`src/design/sdll_pkg.sv`:
```
package sdll_pkg;

  // default sizing
  localparam int SLOTS_DEF      = 1024;
  localparam int VALUE_BITS_DEF = 32;
  localparam int VALUE_BITS_MAX = 64;

  // field widths
  localparam int FUNC_W = 3;
  localparam int NUM_W  = 10;
  localparam int VAL_W  = 32;
  localparam int STAT_W = 2;

  // bus widths, whole bytes
  localparam int IN_W  = 48;
  localparam int OUT_W = 64;

  // fixed slots
  localparam int HEAD_SLOT  = 0;
  localparam int TAIL_SLOT  = 1;
  localparam int FIRST_SLOT = 2;

  // operation codes
  localparam logic [FUNC_W-1:0] FN_PUSH_FRONT = 3'd0;
  localparam logic [FUNC_W-1:0] FN_PUSH_BACK  = 3'd1;
  localparam logic [FUNC_W-1:0] FN_INS_RIGHT  = 3'd2;
  localparam logic [FUNC_W-1:0] FN_INS_LEFT   = 3'd3;
  localparam logic [FUNC_W-1:0] FN_DELETE     = 3'd4;
  localparam logic [FUNC_W-1:0] FN_QUERY      = 3'd5;

  // status codes
  localparam logic [STAT_W-1:0] ST_OK       = 2'd0;
  localparam logic [STAT_W-1:0] ST_FULL     = 2'd1;
  localparam logic [STAT_W-1:0] ST_NOT_LIVE = 2'd2;

  typedef struct packed {
    logic accept;
    logic eval;
    logic link;
    logic load_out;
  } sdll_cmd_t;

  typedef struct packed {
    logic need_link;
  } sdll_stat_t;

endpackage

```
`src/design/sdll_ctrl.sv`:
```
module sdll_ctrl (
  input  logic                clk,
  input  logic                rst,
  input  logic                s_tvalid,
  output logic                s_tready,
  output logic                m_tvalid,
  input  logic                m_tready,
  output sdll_pkg::sdll_cmd_t cmd,
  input  sdll_pkg::sdll_stat_t stat
);

  typedef enum logic [1:0] {
    IDLE,
    EVAL,
    LINK,
    RESP
  } state_t;

  state_t state;

  // closed while reset is held
  assign s_tready     = (state == IDLE) && !rst;
  assign cmd.accept   = s_tready && s_tvalid;
  assign cmd.eval     = (state == EVAL);
  assign cmd.link     = (state == LINK);
  assign cmd.load_out = (state == RESP) && (!m_tvalid || m_tready);

  always_ff @(posedge clk) begin
    if (rst) begin
      state    <= IDLE;
      m_tvalid <= 1'b0;
    end else begin
      case (state)
        IDLE: begin
          if (s_tvalid) begin
            state <= EVAL;
          end
        end
        EVAL: begin
          state <= stat.need_link ? LINK : RESP;
        end
        LINK: begin
          state <= RESP;
        end
        RESP: begin
          if (!m_tvalid || m_tready) begin
            state <= IDLE;
          end
        end
        default: begin
          state <= IDLE;
        end
      endcase

      if (cmd.load_out) begin
        m_tvalid <= 1'b1;
      end else if (m_tready) begin
        m_tvalid <= 1'b0;
      end
    end
  end

endmodule

```
`config.mk`:
```
export PLATFORM = sky130hd
export DESIGN_NAME = sdll_ctrl
export DESIGN_NICKNAME = d
export VERILOG_FILES = /design/src/design/sdll_pkg.sv /design/src/design/sdll_ctrl.sv
export SDC_FILE = /design/constraint.sdc
export NUM_CORES = 1
export LEC_CHECK = 0
export BUFFER_PORTS_ARGS = -buffer_cell sky130_fd_sc_hd__buf_2
export CORE_AREA = 2 2 39 41
export DETAILED_ROUTE_END_ITERATION = 7
export DIE_AREA = 0 0 41 43
export SYNTH_ARGS = -nofsm -noshare
export SYNTH_HDL_FRONTEND = slang
export SYNTH_SLANG_ARGS = --single-unit
```
`constraint.sdc`:
```
create_clock -name clk -period 3.1 [get_ports clk]
set_input_delay 0.31 -clock clk [delete_from_list [all_inputs] [get_ports clk]]
set_output_delay 0.31 -clock clk [all_outputs]
set_load 0.02 [all_outputs]
```
; Word level (Yosys, flattened, before mapping)
; Index checks and enable logic that the tools add are counted.
[totals]
output_inout_bits = 6
elab_cells = 22
ff_bits = 3
input_bits = 5
[op_classes]
n_eq_ne = 5
n_reduce_logical = 9
muxes = 6
[op_table]
columns = cell, n
row1 = $pmux 2 s4, 1
row2 = $eq 2x2->1 const B, 2
row3 = $mux 2, 2
row4 = $logic_and 1x1->1, 3
row5 = $mux 1, 3
row6 = $eq 2x1->1 const B, 1
row7 = $logic_not 1->1, 2
row8 = $logic_not 2->1, 1
row9 = $ne 2x1->1 const B, 1
row10 = $ne 2x2->1 const B, 1
row11 = $reduce_and 2->1, 1
row12 = $reduce_bool 2->1, 1
row13 = $logic_or 1x1->1, 1

; Logic depth before layout (Yosys ltp)
[logic_depth]
ltp_word = 4
ltp_mapped = 5
ltp_nobuf = 5

; Worst setup path before layout
; No wires, ideal clock.
[synth_path]
kind = reg-to-output
start = register state[0]
end = output port cmd[3] (netlist name)
path_stages_with_launch = 5
n_path_buf = 0
setup_slack_ns = 1.559
required_time_ns = 2.790
t_arrival_ns = 1.231
path_cell_list = dfxtp_1 -> inv_1 -> ha_1 -> nor2b_1 -> and2_1
[synth_lines]
columns = item, line_no
row1 = start: declaration, sdll_ctrl.sv:19  ; state_t state;
row2 = start signal: assignment, sdll_ctrl.sv:40  ; state <= stat.need_link ? LINK : RESP;
row3 = end: declaration, sdll_ctrl.sv:8  ; output sdll_pkg::sdll_cmd_t cmd,

==> run metrics <==
asr flop ratio synth 0; final RePlAce weighted congestion around 0.62; fin crit share 0.535; min Tclk post-route between 1.5 and 2 ns; count of different cell masters after synthesis 15; vias per cell 3.83; worst-margin pin slew slightly below 0.4 ns; via count ~220; Crit Path Class flip-flop to output port; WL per Instance roughly 8.3 microns; Relative slew margins 0.742; post-route DRC violation count 0; PnR Total Power ~0.29 mW; Fin Clk Skew ~0.00077 ns; IO Port Bufs 10; CP startpoint state[1]; H-tree levels 1; R2R cell count 5; post-synthesis cell count 28; RSZ-0062 raised after global routing false; #FFs+latches synth 3; Top FF cell, synth dfxtp_1; synth top area cells ha_1, dfxtp_1, a2111oi_4; sequential element share of the synthesized area 0.223; Core Area roughly 1400 sq um; CP Launch Type flip-flop; die footprint 1760 sq um; Critical Path RT around 2.8 ns; Mean Syn Cell Area slightly below 10 sq um; global-route wire length before repair 786 microns; initial antenna violation count 0; # rows 14; CTS tree built; die extent in x a little over 40 microns; syn nets 38; fillers about 160; 1st-pass router iterations 1; Clock Path Buffers 2; Fmax 0.603 GHz; largest area contributor in the netlist ha_1; CP Capture Type output port; root buffer cell clkbuf_4; Max-Cap Viols 0; GRT Util Overall 0.0711; area share of the largest cell type after synthesis 0.233; DP HPWL slightly above 400 microns; Leak about 0.18 nW; Layout Nets 53; Setup TNS 0 ns; Post-DRT Antenna Nets 0; Hold Fails Final Rpt 0; worst-path maximum fanout 5; Final Setup Violations 0; largest net degree at the start of global routing 6; clk_lat worst skew about 0.23 ns; number of flops mapped to enable cells by yosys 0; area growth from synthesis to layout 35.8%; Post-CTS Hold Fix Bufs 0; global route overflow 0; DRT iter0 DRCs 0; layout cell share with drive strength beyond 1 0.429; status finished clean; final core occ 0.264; diode count 0; HP Class input port to flip-flop; CTS Buf Count 3; FF-to-FF setup slack around 1.7 ns; mapped cell area approximately 270 sq um; worst vdd ir between 200 and 300 uV; Resize count post-CTS 0; Slew Limit Fails 0; worst reg2reg endpoint state[0]; CTS sink count 3; clock slew at reported path FFs roughly 0.030 ns; Initial Utilization 0.194; hold path startpoint rst; # IOs 11; Setup Buffers After CTS 0; list of most frequent post-synthesis cells ha_1, nor2b_1, dfxtp_1, inv_1, nor2_1; count leader, synth ha_1; vias in the first global route between 200 and 250; WP data arrival approximately 1.4 ns; reg-to-reg startpoint state[1]; synth warn 0; Critical path destination cmd[3]; Die H between 40 and 50 microns; final WL around 480 microns; power per cell area 796 nW/um^2
[through the flow]
stage | area (sq um) | cells | worst slack [ns] | hold slack [ns]
floorplan | 269 | 28 | 1.56 | 0.380
global placement | 339 | 54 | 1.69 | 0.559
detailed placement | 339 | 54 | 1.68 | 0.564
CTS | 365 | 58 | 1.43 | 0.316
global route | 365 | 58 | 1.36 | 0.332
finish | 365 | 58 | 1.44 | 0.323
[layer usage]
metal	up-vias	share of wire	global-route usage
met5	-	0	0
met3	0	0.052	0.0157
met4	0	0	0.100
li1	120	-	-
met2	4	0.53	0.0969
met1	98	0.41	0.0701
[kinds of logic (layout without fill, tap and decap cells)]
logic type,count (synthesis),in the layout,synth area share
and+or+nand+nor,12,12,0.307
adders and majority gates,5,5,0.233
AOI/OAI and AO/OA,4,4,0.181
buffers and inverters,4,18,0.0558
DFF,3,3,0.223
[cells in the final DEF (no fill, tap or decap)]
master	Yosys	layout
clkbuf_4	0	3
o21ai_0	1	1
inv_1	3	3
nand2b_1	1	1
o41ai_1	1	1
nor2b_1	4	4
buf_2	0	10
ha_1	5	5
and2_1	1	1
nor2_1	3	3
clkbuf_1	0	1
a2111oi_4	1	1
and3b_4	1	1
dfxtp_1	3	3
inv_2	1	1
o31ai_1	1	1
and2b_2	1	1
nor3b_2	1	1
[registers in the layout, indices dropped and copies added (netlist names)]
register and cells:
state 2, m_tvalid 1
[how the worst min path moves through the flow]
stage | slack [ns] | end | cells past startpoint
6_report | 0.32 | m_tvalid | 2
5_1_grt | 0.33 | m_tvalid | 2
4_1_cts | 0.32 | m_tvalid | 2
3_5_place_dp | 0.56 | m_tvalid | 2
3_3_place_gp | 0.56 | m_tvalid | 2
2_1_floorplan | 0.38 | state[0] | 1
[area by class of cell]
type                            instances  area (sq um)  share of cell area
Timing Repair Buffer                   10          50.0               0.137
Tap cell                               16          20.0              0.0548
Multi-Input combinational cell         21           194               0.531
Inverter                                4          15.0              0.0411
Clock buffer                            4          26.3              0.0719
Sequential cell                         3          60.1               0.164
[critical path, cell delays in order (launching register included)]
cell,delay (ns)
dfxtp_1,0.40
inv_1,0.10
ha_1,0.19
nor2b_1,0.13
and2_1,0.14
buf_2,0.15
[report_power, final]
| part | switching (mW) | leakage, nW | internal [mW] | total, mW |
|---|---|---|---|---|
| Clock | 0.0185 | 0.0150 | 0.0481 | 0.0666 |
| Combinational | 0.0896 | 0.139 | 0.0683 | 0.158 |
| Sequential | 0.0144 | 0.0247 | 0.0518 | 0.0662 |
Note: power is estimated with default switching activity, not from simulation.
